===== src/dde_pkg.sv =====
// ----------------------------------------------------------------------------
// dde_pkg
// Shared constants and controller/datapath interface types for the decimal
// digit entry table.
// ----------------------------------------------------------------------------
`default_nettype none

package dde_pkg;

  // Storage sizes
  localparam int RING_DEPTH  = 16;   // 2 .. 31
  localparam int TABLE_DEPTH = 16;   // 1 .. 16

  // Derived widths
  localparam int RING_AW = $clog2(RING_DEPTH);
  localparam int CNT_W   = $clog2(RING_DEPTH + 1);
  localparam int SLOT_W  = (TABLE_DEPTH > 1) ? $clog2(TABLE_DEPTH) : 1;
  localparam int HALF    = RING_DEPTH / 2;

  // Fixed field widths
  localparam int KEY_W    = 8;
  localparam int DIGIT_W  = 4;
  localparam int DCOUNT_W = 5;
  localparam int WORD_W   = 32;
  localparam int VALUE_W  = 2 * WORD_W;
  localparam int SLOT_OW  = 4;

  localparam int MAX_DIGIT = 9;

  // Input command codes
  localparam logic CMD_KEY    = 1'b0;
  localparam logic CMD_COMMIT = 1'b1;

  // Controller -> datapath
  typedef struct packed {
    logic key_wr;      // accept a key item
    logic walk_start;  // accept a commit item, clear accumulators
    logic walk_step;   // fold one stored digit
    logic finish;      // publish commit result, clear ring
  } ctrl_cmd_t;

  // Datapath -> controller
  typedef struct packed {
    logic walk_done;   // every held digit has been folded
    logic out_free;    // output register can take a result this cycle
  } dp_status_t;

endpackage

`default_nettype wire


===== src/decimal_digit_entry_table.sv =====
// ----------------------------------------------------------------------------
// decimal_digit_entry_table
// Collects decimal key digits and packs them into 64-bit table entries.
// ----------------------------------------------------------------------------
// Usage:
//   Input channel (in_valid_i / in_stall_o) carries cmd_i and key_value_i.
//   cmd_i = 0 stores key_value_i when it is a digit 0..9; cmd_i = 1 commits
//   the held digits. Every input item yields exactly one result item on the
//   output channel (out_valid_o / out_stall_i).
//   Key item: result is registered and visible the cycle after acceptance.
//   Commit item: the held digits are folded one per cycle through a single
//   multiply-by-ten adder; the result is then loaded into the output
//   register once it is free. A commit blocks input for its walk.
//   Throughput: one key item per cycle while the output register is free.
//   A finished result sits in the output register; the next item is taken
//   while it is being handed over, but not while it is stalled.
//   Reset clears the ring fill count, write pointer, table slot and output
//   valid; no clearing pass is needed.
// ----------------------------------------------------------------------------
`default_nettype none

module decimal_digit_entry_table (
  input  wire logic                             clk_i,
  input  wire logic                             rst_ni,
  input  wire logic                             in_valid_i,
  output logic                                  in_stall_o,
  input  wire logic                             cmd_i,
  input  wire logic [dde_pkg::KEY_W-1:0]        key_value_i,
  output logic                                  out_valid_o,
  input  wire logic                             out_stall_i,
  output logic [dde_pkg::DCOUNT_W-1:0]          digit_count_o,
  output logic                                  committed_o,
  output logic [dde_pkg::VALUE_W-1:0]           commit_value_o,
  output logic [dde_pkg::SLOT_OW-1:0]           commit_slot_o
);

  dde_pkg::ctrl_cmd_t  ctrl;
  dde_pkg::dp_status_t status;

  dde_ctrl u_ctrl (
    .clk_i      (clk_i),
    .rst_ni     (rst_ni),
    .in_valid_i (in_valid_i),
    .in_stall_o (in_stall_o),
    .cmd_i      (cmd_i),
    .status_i   (status),
    .ctrl_o     (ctrl)
  );

  dde_dp u_dp (
    .clk_i          (clk_i),
    .rst_ni         (rst_ni),
    .key_value_i    (key_value_i),
    .ctrl_i         (ctrl),
    .status_o       (status),
    .out_valid_o    (out_valid_o),
    .out_stall_i    (out_stall_i),
    .digit_count_o  (digit_count_o),
    .committed_o    (committed_o),
    .commit_value_o (commit_value_o),
    .commit_slot_o  (commit_slot_o)
  );

endmodule

`default_nettype wire


===== src/dde_ctrl.sv =====
// ----------------------------------------------------------------------------
// dde_ctrl
// Sequencer: accepts items, steps the digit walk on a commit and hands the
// result to the output register.
// ----------------------------------------------------------------------------
`default_nettype none

module dde_ctrl (
  input  wire logic               clk_i,
  input  wire logic               rst_ni,
  input  wire logic               in_valid_i,
  output logic                    in_stall_o,
  input  wire logic               cmd_i,
  input  wire dde_pkg::dp_status_t status_i,
  output dde_pkg::ctrl_cmd_t      ctrl_o
);

  localparam logic ST_IDLE = 1'b0;
  localparam logic ST_WALK = 1'b1;

  logic state_q, state_d;
  logic accept;

  assign in_stall_o = !((state_q == ST_IDLE) && status_i.out_free);
  assign accept     = in_valid_i && !in_stall_o;

  always_comb begin
    state_d = state_q;
    ctrl_o  = '0;
    unique case (state_q)
      ST_IDLE: begin
        if (accept) begin
          if (cmd_i == dde_pkg::CMD_COMMIT) begin
            ctrl_o.walk_start = 1'b1;
            state_d           = ST_WALK;
          end else begin
            ctrl_o.key_wr = 1'b1;
          end
        end
      end
      ST_WALK: begin
        if (!status_i.walk_done) begin
          ctrl_o.walk_step = 1'b1;
        end else if (status_i.out_free) begin
          ctrl_o.finish = 1'b1;
          state_d       = ST_IDLE;
        end
      end
      default: state_d = ST_IDLE;
    endcase
  end

  always_ff @(posedge clk_i or negedge rst_ni) begin
    if (!rst_ni) begin
      state_q <= ST_IDLE;
    end else begin
      state_q <= state_d;
    end
  end

endmodule

`default_nettype wire


===== src/dde_dp.sv =====
// ----------------------------------------------------------------------------
// dde_dp
// Datapath: digit ring, write pointer and fill count, decimal accumulators,
// table slot counter and the output register.
// ----------------------------------------------------------------------------
`default_nettype none

module dde_dp (
  input  wire logic                              clk_i,
  input  wire logic                              rst_ni,
  input  wire logic [dde_pkg::KEY_W-1:0]         key_value_i,
  input  wire dde_pkg::ctrl_cmd_t                ctrl_i,
  output dde_pkg::dp_status_t                    status_o,
  output logic                                   out_valid_o,
  input  wire logic                              out_stall_i,
  output logic [dde_pkg::DCOUNT_W-1:0]           digit_count_o,
  output logic                                   committed_o,
  output logic [dde_pkg::VALUE_W-1:0]            commit_value_o,
  output logic [dde_pkg::SLOT_OW-1:0]            commit_slot_o
);

  logic [dde_pkg::DIGIT_W-1:0] ring_q [dde_pkg::RING_DEPTH];

  logic [dde_pkg::RING_AW-1:0] wr_ptr_q, wr_ptr_d;
  logic [dde_pkg::CNT_W-1:0]   held_q, held_d;
  logic [dde_pkg::CNT_W-1:0]   idx_q, idx_d;
  logic [dde_pkg::SLOT_W-1:0]  slot_q, slot_d;
  logic [dde_pkg::WORD_W-1:0]  low_q, low_d, high_q, high_d;
  logic                        out_valid_q, out_valid_d;

  logic [dde_pkg::DCOUNT_W-1:0] cnt_out_q, cnt_out_d;
  logic                         comm_out_q, comm_out_d;
  logic [dde_pkg::VALUE_W-1:0]  val_out_q, val_out_d;
  logic [dde_pkg::SLOT_OW-1:0]  slot_out_q, slot_out_d;

  logic                        is_digit;
  logic                        load_out;
  logic [dde_pkg::DIGIT_W-1:0] rd_digit;
  logic [dde_pkg::WORD_W-1:0]  acc_in, acc_x10;

  assign is_digit = key_value_i <= dde_pkg::KEY_W'(dde_pkg::MAX_DIGIT);
  assign rd_digit = ring_q[idx_q[dde_pkg::RING_AW-1:0]];

  // Entries below the low/high boundary fold into the low word
  assign acc_in  = (idx_q < dde_pkg::CNT_W'(dde_pkg::HALF)) ? low_q : high_q;
  assign acc_x10 = (acc_in << 3) + (acc_in << 1)
                   + dde_pkg::WORD_W'(rd_digit);

  assign load_out          = ctrl_i.key_wr || ctrl_i.finish;
  assign status_o.walk_done = (idx_q == held_q);
  assign status_o.out_free  = !out_valid_q || !out_stall_i;

  always_comb begin
    wr_ptr_d    = wr_ptr_q;
    held_d      = held_q;
    idx_d       = idx_q;
    slot_d      = slot_q;
    low_d       = low_q;
    high_d      = high_q;
    cnt_out_d   = cnt_out_q;
    comm_out_d  = comm_out_q;
    val_out_d   = val_out_q;
    slot_out_d  = slot_out_q;
    out_valid_d = out_valid_q && out_stall_i;

    if (ctrl_i.key_wr) begin
      if (is_digit) begin
        wr_ptr_d = (wr_ptr_q == dde_pkg::RING_AW'(dde_pkg::RING_DEPTH - 1))
                   ? '0 : wr_ptr_q + 1'b1;
        if (held_q != dde_pkg::CNT_W'(dde_pkg::RING_DEPTH)) begin
          held_d = held_q + 1'b1;
        end
      end
      cnt_out_d  = dde_pkg::DCOUNT_W'(held_d);
      comm_out_d = 1'b0;
      val_out_d  = '0;
      slot_out_d = '0;
    end

    if (ctrl_i.walk_start) begin
      idx_d  = '0;
      low_d  = '0;
      high_d = '0;
    end

    if (ctrl_i.walk_step) begin
      if (idx_q < dde_pkg::CNT_W'(dde_pkg::HALF)) begin
        low_d = acc_x10;
      end else begin
        high_d = acc_x10;
      end
      idx_d = idx_q + 1'b1;
    end

    if (ctrl_i.finish) begin
      cnt_out_d  = '0;
      comm_out_d = 1'b1;
      val_out_d  = {high_q, low_q};
      slot_out_d = dde_pkg::SLOT_OW'(slot_q);
      slot_d     = (slot_q == dde_pkg::SLOT_W'(dde_pkg::TABLE_DEPTH - 1))
                   ? '0 : slot_q + 1'b1;
      wr_ptr_d   = '0;
      held_d     = '0;
    end

    if (load_out) begin
      out_valid_d = 1'b1;
    end
  end

  // Ring contents: only entries below the fill count are ever read
  always_ff @(posedge clk_i) begin
    if (ctrl_i.key_wr && is_digit) begin
      ring_q[wr_ptr_q] <= key_value_i[dde_pkg::DIGIT_W-1:0];
    end
  end

  always_ff @(posedge clk_i or negedge rst_ni) begin
    if (!rst_ni) begin
      wr_ptr_q    <= '0;
      held_q      <= '0;
      idx_q       <= '0;
      slot_q      <= '0;
      out_valid_q <= 1'b0;
    end else begin
      wr_ptr_q    <= wr_ptr_d;
      held_q      <= held_d;
      idx_q       <= idx_d;
      slot_q      <= slot_d;
      out_valid_q <= out_valid_d;
    end
  end

  always_ff @(posedge clk_i) begin
    low_q      <= low_d;
    high_q     <= high_d;
    cnt_out_q  <= cnt_out_d;
    comm_out_q <= comm_out_d;
    val_out_q  <= val_out_d;
    slot_out_q <= slot_out_d;
  end

  assign out_valid_o    = out_valid_q;
  assign digit_count_o  = cnt_out_q;
  assign committed_o    = comm_out_q;
  assign commit_value_o = val_out_q;
  assign commit_slot_o  = slot_out_q;

endmodule

`default_nettype wire


===== config.mk =====
export PLATFORM = sky130hd
export DESIGN_NAME = decimal_digit_entry_table
export DESIGN_NICKNAME = d
export VERILOG_FILES = /design/src/dde_pkg.sv /design/src/decimal_digit_entry_table.sv /design/src/dde_ctrl.sv /design/src/dde_dp.sv
export SDC_FILE = /design/constraint.sdc
export NUM_CORES = 1
export LEC_CHECK = 0
export ABC_AREA = 1
export BUFFER_PORTS_ARGS = -buffer_cell sky130_fd_sc_hd__buf_4
export CAP_MARGIN = 20
export CORE_UTILIZATION = 40
export DETAILED_ROUTE_END_ITERATION = 10
export HOLD_SLACK_MARGIN = 0.08
export PLACE_DENSITY = 0.54
export SYNTH_ARGS = -nofsm -noshare
export SYNTH_HDL_FRONTEND = slang
export SYNTH_SLANG_ARGS = --single-unit

===== constraint.sdc =====
create_clock -name clk_i -period 5.5 [get_ports clk_i]
set_input_delay 0.55 -clock clk_i [delete_from_list [all_inputs] [get_ports clk_i]]
set_output_delay 0.55 -clock clk_i [all_outputs]
set_load 0.01 [all_outputs]

# After elaboration in Yosys (flattened, before gate mapping)
# Memory sizes are Yosys's and may differ from the RTL's.
# Cells that the tools add are included.
totals:
  out_inout_bits: 76
  n_memories: 1
  input_bits: 13
  ram_bits: 64
  wordCells: 76
  reg_bits: 158
classes:
  order_cmp: 2
  n_bitwise: 1
  reduce_logical: 13
  n_mux: 37
  n_eq_ne: 4
  add_sub_neg: 6
memory_table:
  columns: ["name", "words", "width", "read_ports", "rd_ports_with_merged_regs", "write_ports", "line", "text"]
  rows:
  - ["u_dp.ring_q", 16, 4, 1, 0, 1, "dde_dp.sv:22", "logic [dde_pkg::DIGIT_W-1:0] ring_q [dde_pkg::RING_DEPTH];"]
ops:
  columns: ["cell", "n"]
  rows:
  - ["32-bit 2-to-1 mux", 6]
  - ["64-bit 2-to-1 mux", 2]
  - ["32-bit adder", 1]
  - ["32-bit by 4-bit adder with 32-bit output", 1]
  - ["31-bit 2-to-1 mux", 1]
  - ["5-bit 2-to-1 mux", 6]
  - ["4-bit 2-to-1 mux", 7]
  - ["1-bit 2-to-1 mux", 11]
  - ["5-bit by 1-bit adder with 5-bit output, second input constant", 2]
  - ["4-bit by 1-bit adder with 4-bit output, second input constant", 2]
  - ["4-bit == test, second input constant", 2]
  - ["8-bit by 4-bit <= comparator with 1-bit output, second input constant", 1]
  - ["2-bit 2-to-1 mux", 3]
  - ["2-bit nonzero test", 3]
  - ["5-bit == test", 1]
  - ["5-bit by 4-bit less-than comparator with 1-bit output, second input constant", 1]
  - ["5-bit inequality test, second input constant", 1]
  - ["1-bit logical AND", 4]
  - ["1-bit logical NOT", 3]
  - ["1-bit logical OR", 2]
  - ["1-bit case mux with 2 select lines", 1]
  - ["2-bit AND reduction", 1]
  - ["1-bit NOT", 1]

# Logic depth before layout (Yosys ltp)
# Gate-level depths: netlist (run 1).
depth:
  ltp_word: 9
  ltp_mapped: 20
  ltp_nobuf: 19

# By module
# From an unflattened synthesis (run 1), not the netlist that was laid out.
hier_totals:
  cells_unflattened: 1399
  area_unflattened_um2: 11513.5
modules_own_cells:
  columns: ["mod", "area_per_inst_um2", "instances", "cells_per_inst", "seq_area_each_um2"]
  rows:
  - ["dde_dp", 11443.5, 1, 1387, 5840.6]
  - ["dde_ctrl", 70.1, 1, 12, 25.0]

# Worst setup path after synthesis (run 1)
# No wires, ideal clock.
synth_path:
  kind: "register -> register"
  from: "register u_dp.idx_q[3] (netlist bit)"
  to: "register u_dp.high_q[30] (netlist bit)"
  t_required_ns: 5.387
  setup_time_ns: 0.113
  n_path_buf: 4
  path_slack_ns: 2.329
  synth_period_minus_slack_ns: 3.171
  stages_incl_launch_ff: 18
  arrival_ns: 3.058
  path_cell_list: "dfrtp_1 buf_6 nor2_1 buf_4 buf_2 buf_2 nand2_1 o21ai_0 fa_1 fa_1 nand3_1 nand3_1 nand3_1 nand3_1 nand2_1 nand3_1 nand3_1 nand2_1"
synth_between:
  elab_chain_len: 6
  word_cells_on_any_way: 10
  cone_classes: "2 x add/sub; 1 x order compare; 1 x eq/ne; 5 x mux; 1 x memory"
synth_rtl:
  columns: ["element", "line", "text"]
  rows:
  - ["start, declared", "dde_dp.sv:26", "logic [dde_pkg::CNT_W-1:0] idx_q, idx_d;"]
  - ["start signal, assigned", "dde_dp.sv:128", "idx_q <= idx_d;"]
  - ["5-bit by 4-bit less-than comparator with 1-bit output", "dde_dp.sv:45, dde_dp.sv:87", null]
  - ["31-bit 2-to-1 mux", "dde_dp.sv:45", "assign acc_in = (idx_q < dde_pkg::CNT_W'(dde_pkg::HALF)) ? low_q : high_q;"]
  - ["32-bit adder", "dde_dp.sv:46", "assign acc_x10 = (acc_in << 3) + (acc_in << 1)"]
  - ["32-bit by 4-bit adder with 32-bit output", "dde_dp.sv:47", "+ dde_pkg::WORD_W'(rd_digit);"]
  - ["32-bit 2-to-1 mux", "dde_dp.sv:87", "if (idx_q < dde_pkg::CNT_W'(dde_pkg::HALF)) begin"]
  - ["32-bit 2-to-1 mux *", "dde_dp.sv:86", "if (ctrl_i.walk_step) begin"]
  - ["named net u_dp.high_d (one bit)", "dde_dp.sv:28", "logic [dde_pkg::WORD_W-1:0] low_q, low_d, high_q, high_d;"]
  - ["end signal, assigned", "dde_dp.sv:136", "high_q <= high_d;"]
  - ["end, declared", "dde_dp.sv:28", null]
# Mark *: on every way through the listed nets, which the timed path passes. The rest lies on a longest branch.
# A chain may end at the register's enable or synchronous reset.

# Worst setup path in the final report (run 1)
layout_path:
  from: "register u_dp.idx_q[3] (netlist bit)"
  to: "register u_dp.high_q[22] (netlist bit)"
# Same word-level chain as after synthesis.

==> results.py, run 1 <==
metrics = {
    "status": {
        "outcome": "completed",
    },
    "global_route": {
        "track_usage": 0.178,
        "antenna_found_initial": 0,
        "grt_pass1_wl_mm": 45.1,
        "grt_max_degree": 68,
        "grt_pass1_vias": 8645,
        "overflow": 0,
    },
    "die": {
        "core_area_um2": 30000,
        "die_area_um2": 31600,
        "start_util": 0.411,
        "die_h_um": 178,
        "num_rows": 63,
        "pin_count": 89,
        "die_w_um": 178,
    },
    "timing": {
        "post-route-period-util": 0.673,
        "hold_violations": 0,
        "setup_viol": 0,
        "setup-tns-final_ns": 0,
        "max_slew_margin": 0.368,
        "rsz0062_at_grt": "no",
        "timing.fmax_ghz": 0.270,
        "skew_ns": 0.0220,
        "finalCriticalPeriod_ns": 3.70,
        "slew_viol_final": 0,
        "worstMarginPinSlew_ns": 0.949,
    },
    "detailed_routing": {
        "vias": 9061,
        "routedWlPerCell_um": 14.4,
        "finalWirelength_mm": 27.4,
        "antenna_left": 0,
        "dr.pass1.iters": 5,
        "drt_iter0_drc": 494,
        "drc": 0,
        "via_per_inst": 4.76,
    },
    "placed_design": {
        "dpl.cell_count": 1857,
        "place_congestion": 0.926,
        "place.port_buffers": 88,
        "place_area_um2": 13300,
        "hpwl_mm": 19.5,
    },
    "setup_path": {
        "path_class": "flip-flop to flip-flop",
        "path_cells": "nor2_4 -> buf_4 -> nand2_1 -> o21ai_0 -> ha_1 -> ha_1 -> fa_1 -> nand3_1 -> nand3_1 -> nand3_1 -> nand3_1 -> nand2_1 -> nand3b_1 -> nand3_1 -> nand2_1",
        "cpMostUsedCell": "nand3_1",
        "critPathSlowestCell": "nor2_4",
        "crit_fanout": 30,
        "cp_top_family": "simple AND/OR/NAND/NOR gates",
        "worst_ep_required_time_ns": 5.92,
        "crit_buf_inv": 1,
        "arrival_ns": 4.12,
        "endpoint_kind": "flip-flop",
        "max_stage_delay_ns": 0.58,
        "cp-start-kind": "flip-flop",
    },
    "yosys": {
        "ys.flop_type": "edfxtp_1",
        "yosysSeqAreaShare": 0.475,
        "synth_nets": 1497,
        "async_flop_share": 0.0901,
        "synth-edff-count": 132,
        "synthTopCellsByArea": "edfxtp_1 (32%), nand2_1 (12%), dfxtp_1 (11%)",
        "ys_seq_elements": 222,
        "netlist_area_um2": 12400,
        "yosys.area.top_type": "edfxtp_1",
        "yosys_warnings": 0,
        "synth.distinct_cells": 41,
        "avgSynthCellArea_um2": 8.73,
        "synthesis.instances": 1416,
        "synth_top_area_frac": 0.321,
    },
    "power_and_ir_drop": {
        "clockPowerShare": 0.161,
        "netSwitchingPower_mw": 4.55,
        "p_comb_frac": 0.566,
        "power.density_nw_per_um2": 685,
        "switching_share": 0.473,
        "p_int_mw": 5.06,
        "p_leak_nw": 6.42,
        "power_frac_seq": 0.273,
        "ir_worst_vdd_uv": 333,
    },
    "cells_and_area": {
        "multiInputGateArea_um2": 5330,
        "drive_gt1_frac": 0.143,
        "regArea_um2": 5870,
        "stdcell_area_um2": 14000,
        "layout_commonest_cell": "nand2_1",
        "syn_to_final_growth_pct": 13.5,
        "diodes": 0,
        "fill_cells": 2944,
        "layout.nets": 1576,
        "layout_common_cells": "nand2_1 (383), inv_1 (215), edfxtp_1 (132), nand3_1 (105), o21ai_0 (101)",
        "fin_cells": 1904,
    },
    "flow_run": {
        "drv_cap": 0,
    },
    "clocking": {
        "cts.clk_slew.worst_paths_ns": 0.06,
        "cts_hold_buf": 1,
        "cts.repair.resized": 0,
        "h-tree-depth": 1,
        "clock_sinks": 222,
        "cts_tree": "built",
        "cts_buffers": 25,
        "clockBufferDepth": 3,
        "root_buffer": "clkbuf_16",
        "cts_setup_buffers": 0,
        "clk_latency_ns": 0.54,
    },
    "min_path": {
        "hold_class": "primary input to flip-flop",
    },
}
## path summary, 6_finish.rpt
path                                  start               end  slack [ns]  depth (start not counted)
setup / recovery              u_dp.idx_q[3]   u_dp.high_q[22]        1.80                         15
hold / removal                  out_stall_i  u_dp.out_valid_o        0.32                          3
setup reg to reg              u_dp.idx_q[3]   u_dp.high_q[22]        1.80                         15
hold reg to reg            u_dp.committed_o  u_dp.committed_o        0.46                          2
max in group asynchronous            rst_ni     u_dp.idx_q[1]        4.83                          2
min in group asynchronous            rst_ni    u_dp.slot_q[0]        0.43                          2
## sequential cells by signal, summed over array words and instances, names as in the netlist
name and count:
u_dp.committed_o 1, u_dp.held_q 5, u_dp.out_valid_o 1, u_dp.ring_q 64
u_dp.wr_ptr_q 4, u_dp.digit_count_o 5, u_dp.high_q 32, u_ctrl.state_q 1
u_dp.commit_slot_o 4, u_dp.low_q 32, u_dp.slot_q 4, u_dp.commit_value_o 64
u_dp.idx_q 5
## routing by layer
metal  GRT usage  part of all wire  up-vias
li1            -                 -     4720
met1       0.240              0.48     4166
met2       0.301              0.47      138
met3      0.0268             0.036       37
met4      0.0399             0.020        0
met5           0                 0        -
## through the flow
step | util | worst slack, ns | hold slack [ns] | power (mW)
after floorplan | - | 2.33 | 0.254 | 6.77
after global placement | 0.442 | 1.84 | 0.448 | 8.11
after detailed placement | 0.442 | 1.79 | 0.449 | 8.16
after CTS | 0.467 | 1.78 | 0.289 | 9.75
after global routing | 0.467 | 1.50 | 0.331 | 10.6
final | 0.467 | 1.80 | 0.315 | 9.61
## area by class of cell
| cell class | instances | area share |
|---|---|---|
| Sequential cell | 222 | 0.418 |
| Multi-Input combinational cell | 928 | 0.380 |
| Inverter | 222 | 0.0607 |
| Timing Repair Buffer | 96 | 0.0524 |
| Clock buffer | 39 | 0.0505 |
| Tap cell | 390 | 0.0348 |
| Clock inverter | 7 | 0.00339 |
## cells in the mapped netlist, types with 2 or more instances
master	count
buf_1	2
nor2_1	72
clkbuf_1	12
inv_4	2
nand2_2	2
and2_1	2
nor2_4	68
inv_2	3
nand2_1	384
o21ai_0	101
dfrtp_1	20
xor2_1	16
nand3_1	105
xnor2_1	4
a21oi_1	40
nand4_1	4
o21ai_1	2
mux2i_1	12
ha_1	66
buf_2	17
o21bai_1	3
fa_1	2
edfxtp_1	132
dfxtp_1	70
nand3b_1	7
inv_1	216
nor2_8	2
buf_4	2
nand3_2	2
o211ai_1	18
buf_12	7
buf_6	4
nor3_1	7
or2_2	3
## logic make-up after synthesis
| logic type | Yosys count | share of synthesized area |
|---|---|---|
| compound gates | 167 | 0.0724 |
| simple gates | 661 | 0.263 |
| fa+ha+maj | 68 | 0.0701 |
| buf+inv | 266 | 0.0962 |
| mux | 12 | 0.00972 |
| xor+xnor | 20 | 0.0142 |
| flops | 222 | 0.475 |
## worst register-to-register path: cells and delay by family (launching register included)
kind,cells,cell delay (ns)
AOI/OAI and AO/OA,1,0.12
adders and majority gates,3,0.98
buffers and inverters,1,0.29
DFF,1,0.55
and+or+nand+nor,10,1.63
## power groups by stage
stage	Sequential, mW	Clock (mW)	Combinational, mW
after CTS	2.63	1.60	5.52
after global routing	2.69	1.66	6.22
after detailed placement	2.66	0	5.50
final	2.63	1.54	5.44
after floorplan	2.67	0	4.10
after global placement	2.66	0	5.45
Note: power is estimated with default switching activity, not from simulation.
==> run 2, diff against run 1 <==
clock period = 3.7 ns   (was 5.5 ns; I/O delays follow)
==> run 2 against run 1 <==
  * Critical endpoint is now u_dp.low_q[18]
  * Wire length grew 0.35%
  * Clock skew grew 0.0024 ns
  * Utilization grew 0.58 points
  * Sequential cell count is the same
  * Power grew 52%
  * Largest cell class unchanged
  * Final cell count grew 0.63%
==> results.py, run 2 (synthesis gave the netlist of run 1 again) <==
metrics = {
    "status": {
        "outcome": "completed",
    },
    "timing": {
        "slew_viol_final": 0,
        "worstMarginPinSlew_ns": 0.770,
        "timing.fmax_ghz": 0.301,
        "setup_viol": 0,
        "hold_violations": 0,
        "skew_ns": 0.0244,
        "setup_ws_ns": 0.375,
        "max_slew_margin": 0.483,
        "rsz0062_at_grt": "no",
        "post-route-period-util": 0.899,
        "finalCriticalPeriod_ns": 3.32,
        "setup-tns-final_ns": 0,
        "fin_hold_ws_ns": 0.150,
    },
    "cells_and_area": {
        "layout.nets": 1587,
        "drive_gt1_frac": 0.154,
        "stdcell_area_um2": 14200,
        "layout_common_cells": "nand2_1 (383), inv_1 (215), edfxtp_1 (132), nand3_1 (105)",
        "regArea_um2": 5870,
        "layout_commonest_cell": "nand2_1",
        "syn_to_final_growth_pct": 14.9,
        "fill_cells": 2948,
        "diodes": 0,
        "multiInputGateArea_um2": 5330,
    },
    "clocking": {
        "cts.repair.resized": 0,
        "clock_sinks": 222,
        "h-tree-depth": 1,
        "cts_setup_buffers": 0,
        "cts_tree": "built",
        "cts.clk_slew.worst_paths_ns": 0.06,
        "clockBufferDepth": 3,
        "cts_buffers": 26,
        "root_buffer": "clkbuf_16",
        "clk_latency_ns": 0.55,
    },
    "detailed_routing": {
        "drc": 0,
        "via_per_inst": 4.78,
        "antenna_left": 0,
        "drt_iter0_drc": 614,
        "finalWirelength_mm": 27.5,
        "routedWlPerCell_um": 14.3,
        "dr.pass1.iters": 5,
        "vias": 9165,
    },
    "die": {
        "die_w_um": 178,
        "die_h_um": 178,
        "core_area_um2": 30000,
        "die_area_um2": 31600,
        "num_rows": 63,
        "pin_count": 89,
        "start_util": 0.411,
    },
    "power_and_ir_drop": {
        "p_comb_frac": 0.568,
        "clockPowerShare": 0.167,
        "switching_share": 0.471,
        "power_frac_seq": 0.266,
        "power_mw": 14.6,
        "power.density_nw_per_um2": 1030,
        "ir_worst_vdd_uv": 485,
        "p_leak_nw": 6.52,
        "netSwitchingPower_mw": 6.86,
        "p_int_mw": 7.72,
    },
    "global_route": {
        "grt_max_degree": 58,
        "grt_util_met3": 0.0263,
        "grt_pass1_wl_mm": 45.0,
        "grt_pass1_vias": 8736,
        "overflow": 0,
        "busiest_layer": "met2",
        "grt_use_met2": 0.306,
        "track_usage": 0.180,
        "antenna_found_initial": 0,
        "met1_usage": 0.239,
    },
    "placed_design": {
        "place_area_um2": 13400,
        "place_ws_ns": 0.435,
        "place_congestion": 0.886,
        "hpwl_mm": 20.0,
        "place.port_buffers": 88,
    },
    "setup_path": {
        "cpMostUsedCell": "nand2_1",
        "cp_top_family": "simple AND/OR/NAND/NOR gates",
        "max_stage_delay_ns": 0.56,
        "path_class": "flip-flop to flip-flop",
        "path_cells": "buf_4 -> a21oi_1 -> o21ai_0 -> o211ai_1 -> o211ai_1 -> nand2_1 -> ha_1 -> ha_1 -> fa_1 -> nand3_1 -> nand3_1 -> nand2_1 -> nand2_1 -> nand2_1 -> nand3b_1 -> nand3_1 -> o21ai_0",
        "critPathSlowestCell": "dfrtp_1",
        "cp-start-kind": "flip-flop",
        "r2r_slack_ns": 0.38,
        "arrival_ns": 3.72,
        "worst_ep_required_time_ns": 4.10,
        "endpoint_kind": "flip-flop",
        "crit_buf_inv": 1,
        "crit_fanout": 8,
    },
    "flow_run": {
        "drv_cap": 0,
    },
    "min_path": {
        "hold_class": "primary input to flip-flop",
    },
}
-- run 2: cell types whose count changed in the layout (fill, tap and decap cells not counted), sizes merged --
cell / change
buf: +10
clkinv: +3
clkbuf: -2
inv: +1
-- run 2: final cells by class --
| type | count | area share |
|---|---|---|
| clock buffer | 37 | 0.0522 |
| clock inverter | 11 | 0.00537 |
| inverter | 222 | 0.0599 |
| multi-input combinational | 928 | 0.375 |
| sequential | 222 | 0.413 |
| tap | 390 | 0.0344 |
| timing repair buffer | 106 | 0.0597 |
-- run 2: final timing paths --
kind / startpoint / to / cells after the start
setup / recovery: u_dp.idx_q[1] / u_dp.low_q[18] / 17
hold / removal: out_stall_i / u_dp.out_valid_o / 3
setup reg to reg: u_dp.idx_q[1] / u_dp.low_q[18] / 17
hold reg to reg: u_dp.committed_o / u_dp.committed_o / 2
max in group asynchronous: rst_ni / u_dp.held_q[3] / 2
min in group asynchronous: rst_ni / u_dp.idx_q[1] / 2
-- run 2: per-stage QoR --
step	instances	utilization
5_1_grt	1916	0.473
3_3_place_gp	1867	0.445
6_report	1916	0.473
4_1_cts	1916	0.473
3_5_place_dp	1867	0.445
2_1_floorplan	1416	-
-- run 2: per-layer routing --
metal / vias up / wire (µm)
met5: - / 0
met4: 0 / 502
met3: 35 / 1170
met2: 168 / 13000
met1: 4218 / 12800
li1: 4744 / -
-- run 2: power groups by stage --
stage          clock, mW  combinational (mW)  sequential (mW)
2_1_floorplan          0                6.10             3.97
3_3_place_gp           0                8.25             3.93
3_5_place_dp           0                8.34             3.93
4_1_cts             2.51                8.39             3.89
5_1_grt             2.60                9.45             3.96
6_report            2.43                8.28             3.88
-- run 2: worst min-delay path: stages --
cell,delay (ns)
buf_4,0.08
nand2_1,0.11
nand3_2,0.09
-- run 2: repair_timing --
item / CTS / global route
hold buffers: 1 / 0
endpoints found under the hold margin: 20 / 0
setup endpoints to repair: 0 / 0
==> run 3, diff against run 2 <==
BUFFER_PORTS_ARGS = unset   (was -buffer_cell sky130_fd_sc_hd__buf_4)
CORE_UTILIZATION = 36   (was 40)
DONT_BUFFER_PORTS = 1   (was unset)
PLACE_DENSITY = 0.47   (was 0.54)
==> run 3 against run 2 <==
  * Setup slack worse by 0.019 ns
  * Clock-buffer cell count is 1 lower
  * Die area is 11% higher
  * Clock skew is 0.015 ns lower
  * Register-to-register slack worse by 0.02 ns
  * Critical path type unchanged
==> results.py, run 3 (synthesis gave the netlist of run 1 again) <==
metrics = {
    "die": {
        "core_area_um2": 33600,
        "pin_count": 89,
        "die_w_um": 187,
        "die_area_um2": 35100,
        "num_rows": 67,
        "die_h_um": 187,
        "start_util": 0.368,
    },
    "timing": {
        "fin_hold_ws_ns": 0.147,
        "setup-tns-final_ns": 0,
        "hold_violations": 0,
        "worstMarginPinSlew_ns": 0.923,
        "finalCriticalPeriod_ns": 3.34,
        "rsz0062_at_grt": "no",
        "setup_viol": 0,
        "skew_ns": 0.00957,
        "timing.fmax_ghz": 0.299,
        "max_slew_margin": 0.385,
        "slew_viol_final": 0,
        "post-route-period-util": 0.904,
    },
    "detailed_routing": {
        "via_per_inst": 4.66,
        "routedWlPerCell_um": 15.1,
        "dr.pass1.iters": 5,
        "antenna_left": 0,
        "drt_iter0_drc": 461,
        "vias": 8855,
        "drc": 0,
        "finalWirelength_mm": 28.6,
    },
    "min_path": {
        "hold_class": "primary input to flip-flop",
    },
    "clocking": {
        "clk_latency_ns": 0.54,
        "root_buffer": "clkbuf_16",
        "cts_tree": "built",
        "clockBufferDepth": 3,
        "cts_buffers": 26,
        "cts.repair.resized": 0,
        "cts.clk_slew.worst_paths_ns": 0.06,
        "h-tree-depth": 1,
        "clock_sinks": 222,
    },
    "setup_path": {
        "cp_top_family": "simple AND/OR/NAND/NOR gates",
        "worst_ep_required_time_ns": 4.13,
        "endpoint_kind": "flip-flop",
        "path_class": "flip-flop to flip-flop",
        "crit_fanout": 7,
        "path_cells": "buf_4 -> a21oi_1 -> o21ai_0 -> o21ai_0 -> o211ai_1 -> nand2_1 -> ha_1 -> ha_1 -> fa_1 -> nand3_1 -> nand3_1 -> nand3_1 -> nand3_1 -> nand2_1 -> nand3_1 -> nand3_1 -> nand2_1",
        "crit_buf_inv": 1,
        "critPathSlowestCell": "dfrtp_1",
        "max_stage_delay_ns": 0.51,
        "cpMostUsedCell": "nand3_1",
        "cp-start-kind": "flip-flop",
        "arrival_ns": 3.77,
    },
    "power_and_ir_drop": {
        "ir_worst_vdd_uv": 454,
        "p_leak_nw": 6.20,
        "power.density_nw_per_um2": 1050,
    },
    "cells_and_area": {
        "layout_commonest_cell": "nand2_1",
        "multiInputGateArea_um2": 5330,
        "diodes": 0,
        "layout_common_cells": "nand2_1 (383), inv_1 (215), edfxtp_1 (132), nand3_1 (105), o21ai_0 (101)",
        "regArea_um2": 5870,
        "fill_cells": 3396,
        "syn_to_final_growth_pct": 11.9,
        "drive_gt1_frac": 0.109,
        "layout.nets": 1514,
    },
    "status": {
        "outcome": "completed",
    },
    "global_route": {
        "grt_pass1_vias": 8813,
        "antenna_found_initial": 0,
        "grt_max_degree": 60,
        "overflow": 0,
        "grt_pass1_wl_mm": 46.8,
        "track_usage": 0.166,
    },
    "placed_design": {
        "place.port_buffers": 0,
        "hpwl_mm": 20.8,
        "place_congestion": 0.886,
    },
    "flow_run": {
        "drv_cap": 0,
    },
}
==> run 3: cell count changes in the layout (fill, tap and decap cells not counted), moves of 2 or more <==
cell,before,now
buf_12,4,6
buf_4,101,21
bufinv_16,0,2
clkbuf_1,6,3
clkbuf_8,5,7
dlygate4sd3_1,1,6
inv_6,2,0
==> run 3: power breakdown <==
part           switching, mW  internal [mW]  total (mW)
combinational           5.26           2.63        7.90
sequential             0.544           3.49        4.03
clock                   1.05           1.57        2.62
total                   6.86           7.69        14.5
==> run 3: final timing paths <==
path	startpoint	end	slack, ns	cells after the start
min reg2reg	u_dp.high_q[17]	u_dp.high_q[17]	0.47	2
max reg2reg	u_dp.idx_q[1]	u_dp.low_q[30]	0.36	17
max	u_dp.idx_q[1]	u_dp.low_q[30]	0.36	17
min in group asynchronous	rst_ni	u_dp.out_valid_o	0.25	2
max in group asynchronous	rst_ni	u_dp.idx_q[2]	3.30	2
min	cmd_i	u_dp.held_q[3]	0.15	3
==> run 3: worst reg2reg max path, cell delays in order, from the launching register on <==
cell      delay [ns]
dfrtp_1         0.51
buf_4           0.20
a21oi_1         0.05
o21ai_0         0.11
o21ai_0         0.13
o211ai_1        0.17
nand2_1         0.09
ha_1            0.28
ha_1            0.25
fa_1            0.43
nand3_1         0.11
nand3_1         0.14
nand3_1         0.11
nand3_1         0.22
nand2_1         0.18
nand3_1         0.11
nand3_1         0.09
nand2_1         0.06
==> run 3: through the flow <==
stage | setup WS [ns] | power (mW) | instances | area, µm² | util
final | 0.357 | 14.5 | 1901 | 13800 | 0.411
after detailed placement | 0.370 | 12.1 | 1846 | 12900 | 0.383
after CTS | 0.344 | 14.8 | 1901 | 13800 | 0.411
after floorplan | 0.529 | 10.1 | 1416 | 12400 | -
after global placement | 0.399 | 12.0 | 1846 | 12900 | 0.383
after global routing | 0.0775 | 16.0 | 1901 | 13800 | 0.411
==> run 3: layer usage <==
layer / wire length, µm / GRT usage / up-vias
met5: 0 / 0 / -
met4: 743 / 0.0476 / 0
met3: 796 / 0.0206 / 43
met2: 13700 / 0.290 / 136
met1: 13300 / 0.213 / 4081
li1: - / - / 4595
==> run 3: repair_timing <==
action	in CTS	in global routing
hold buffers	7	0
buffers inserted	0	0
endpoints found under the hold margin	85	0
==> run 3: layout make-up <==
class / count / area share
clock buffer: 36 / 0.0548
clock inverter: 12 / 0.00905
timing repair buffer: 33 / 0.0244
inverter: 222 / 0.0615
multi-input combinational: 928 / 0.386
sequential: 222 / 0.424
tap: 448 / 0.0405
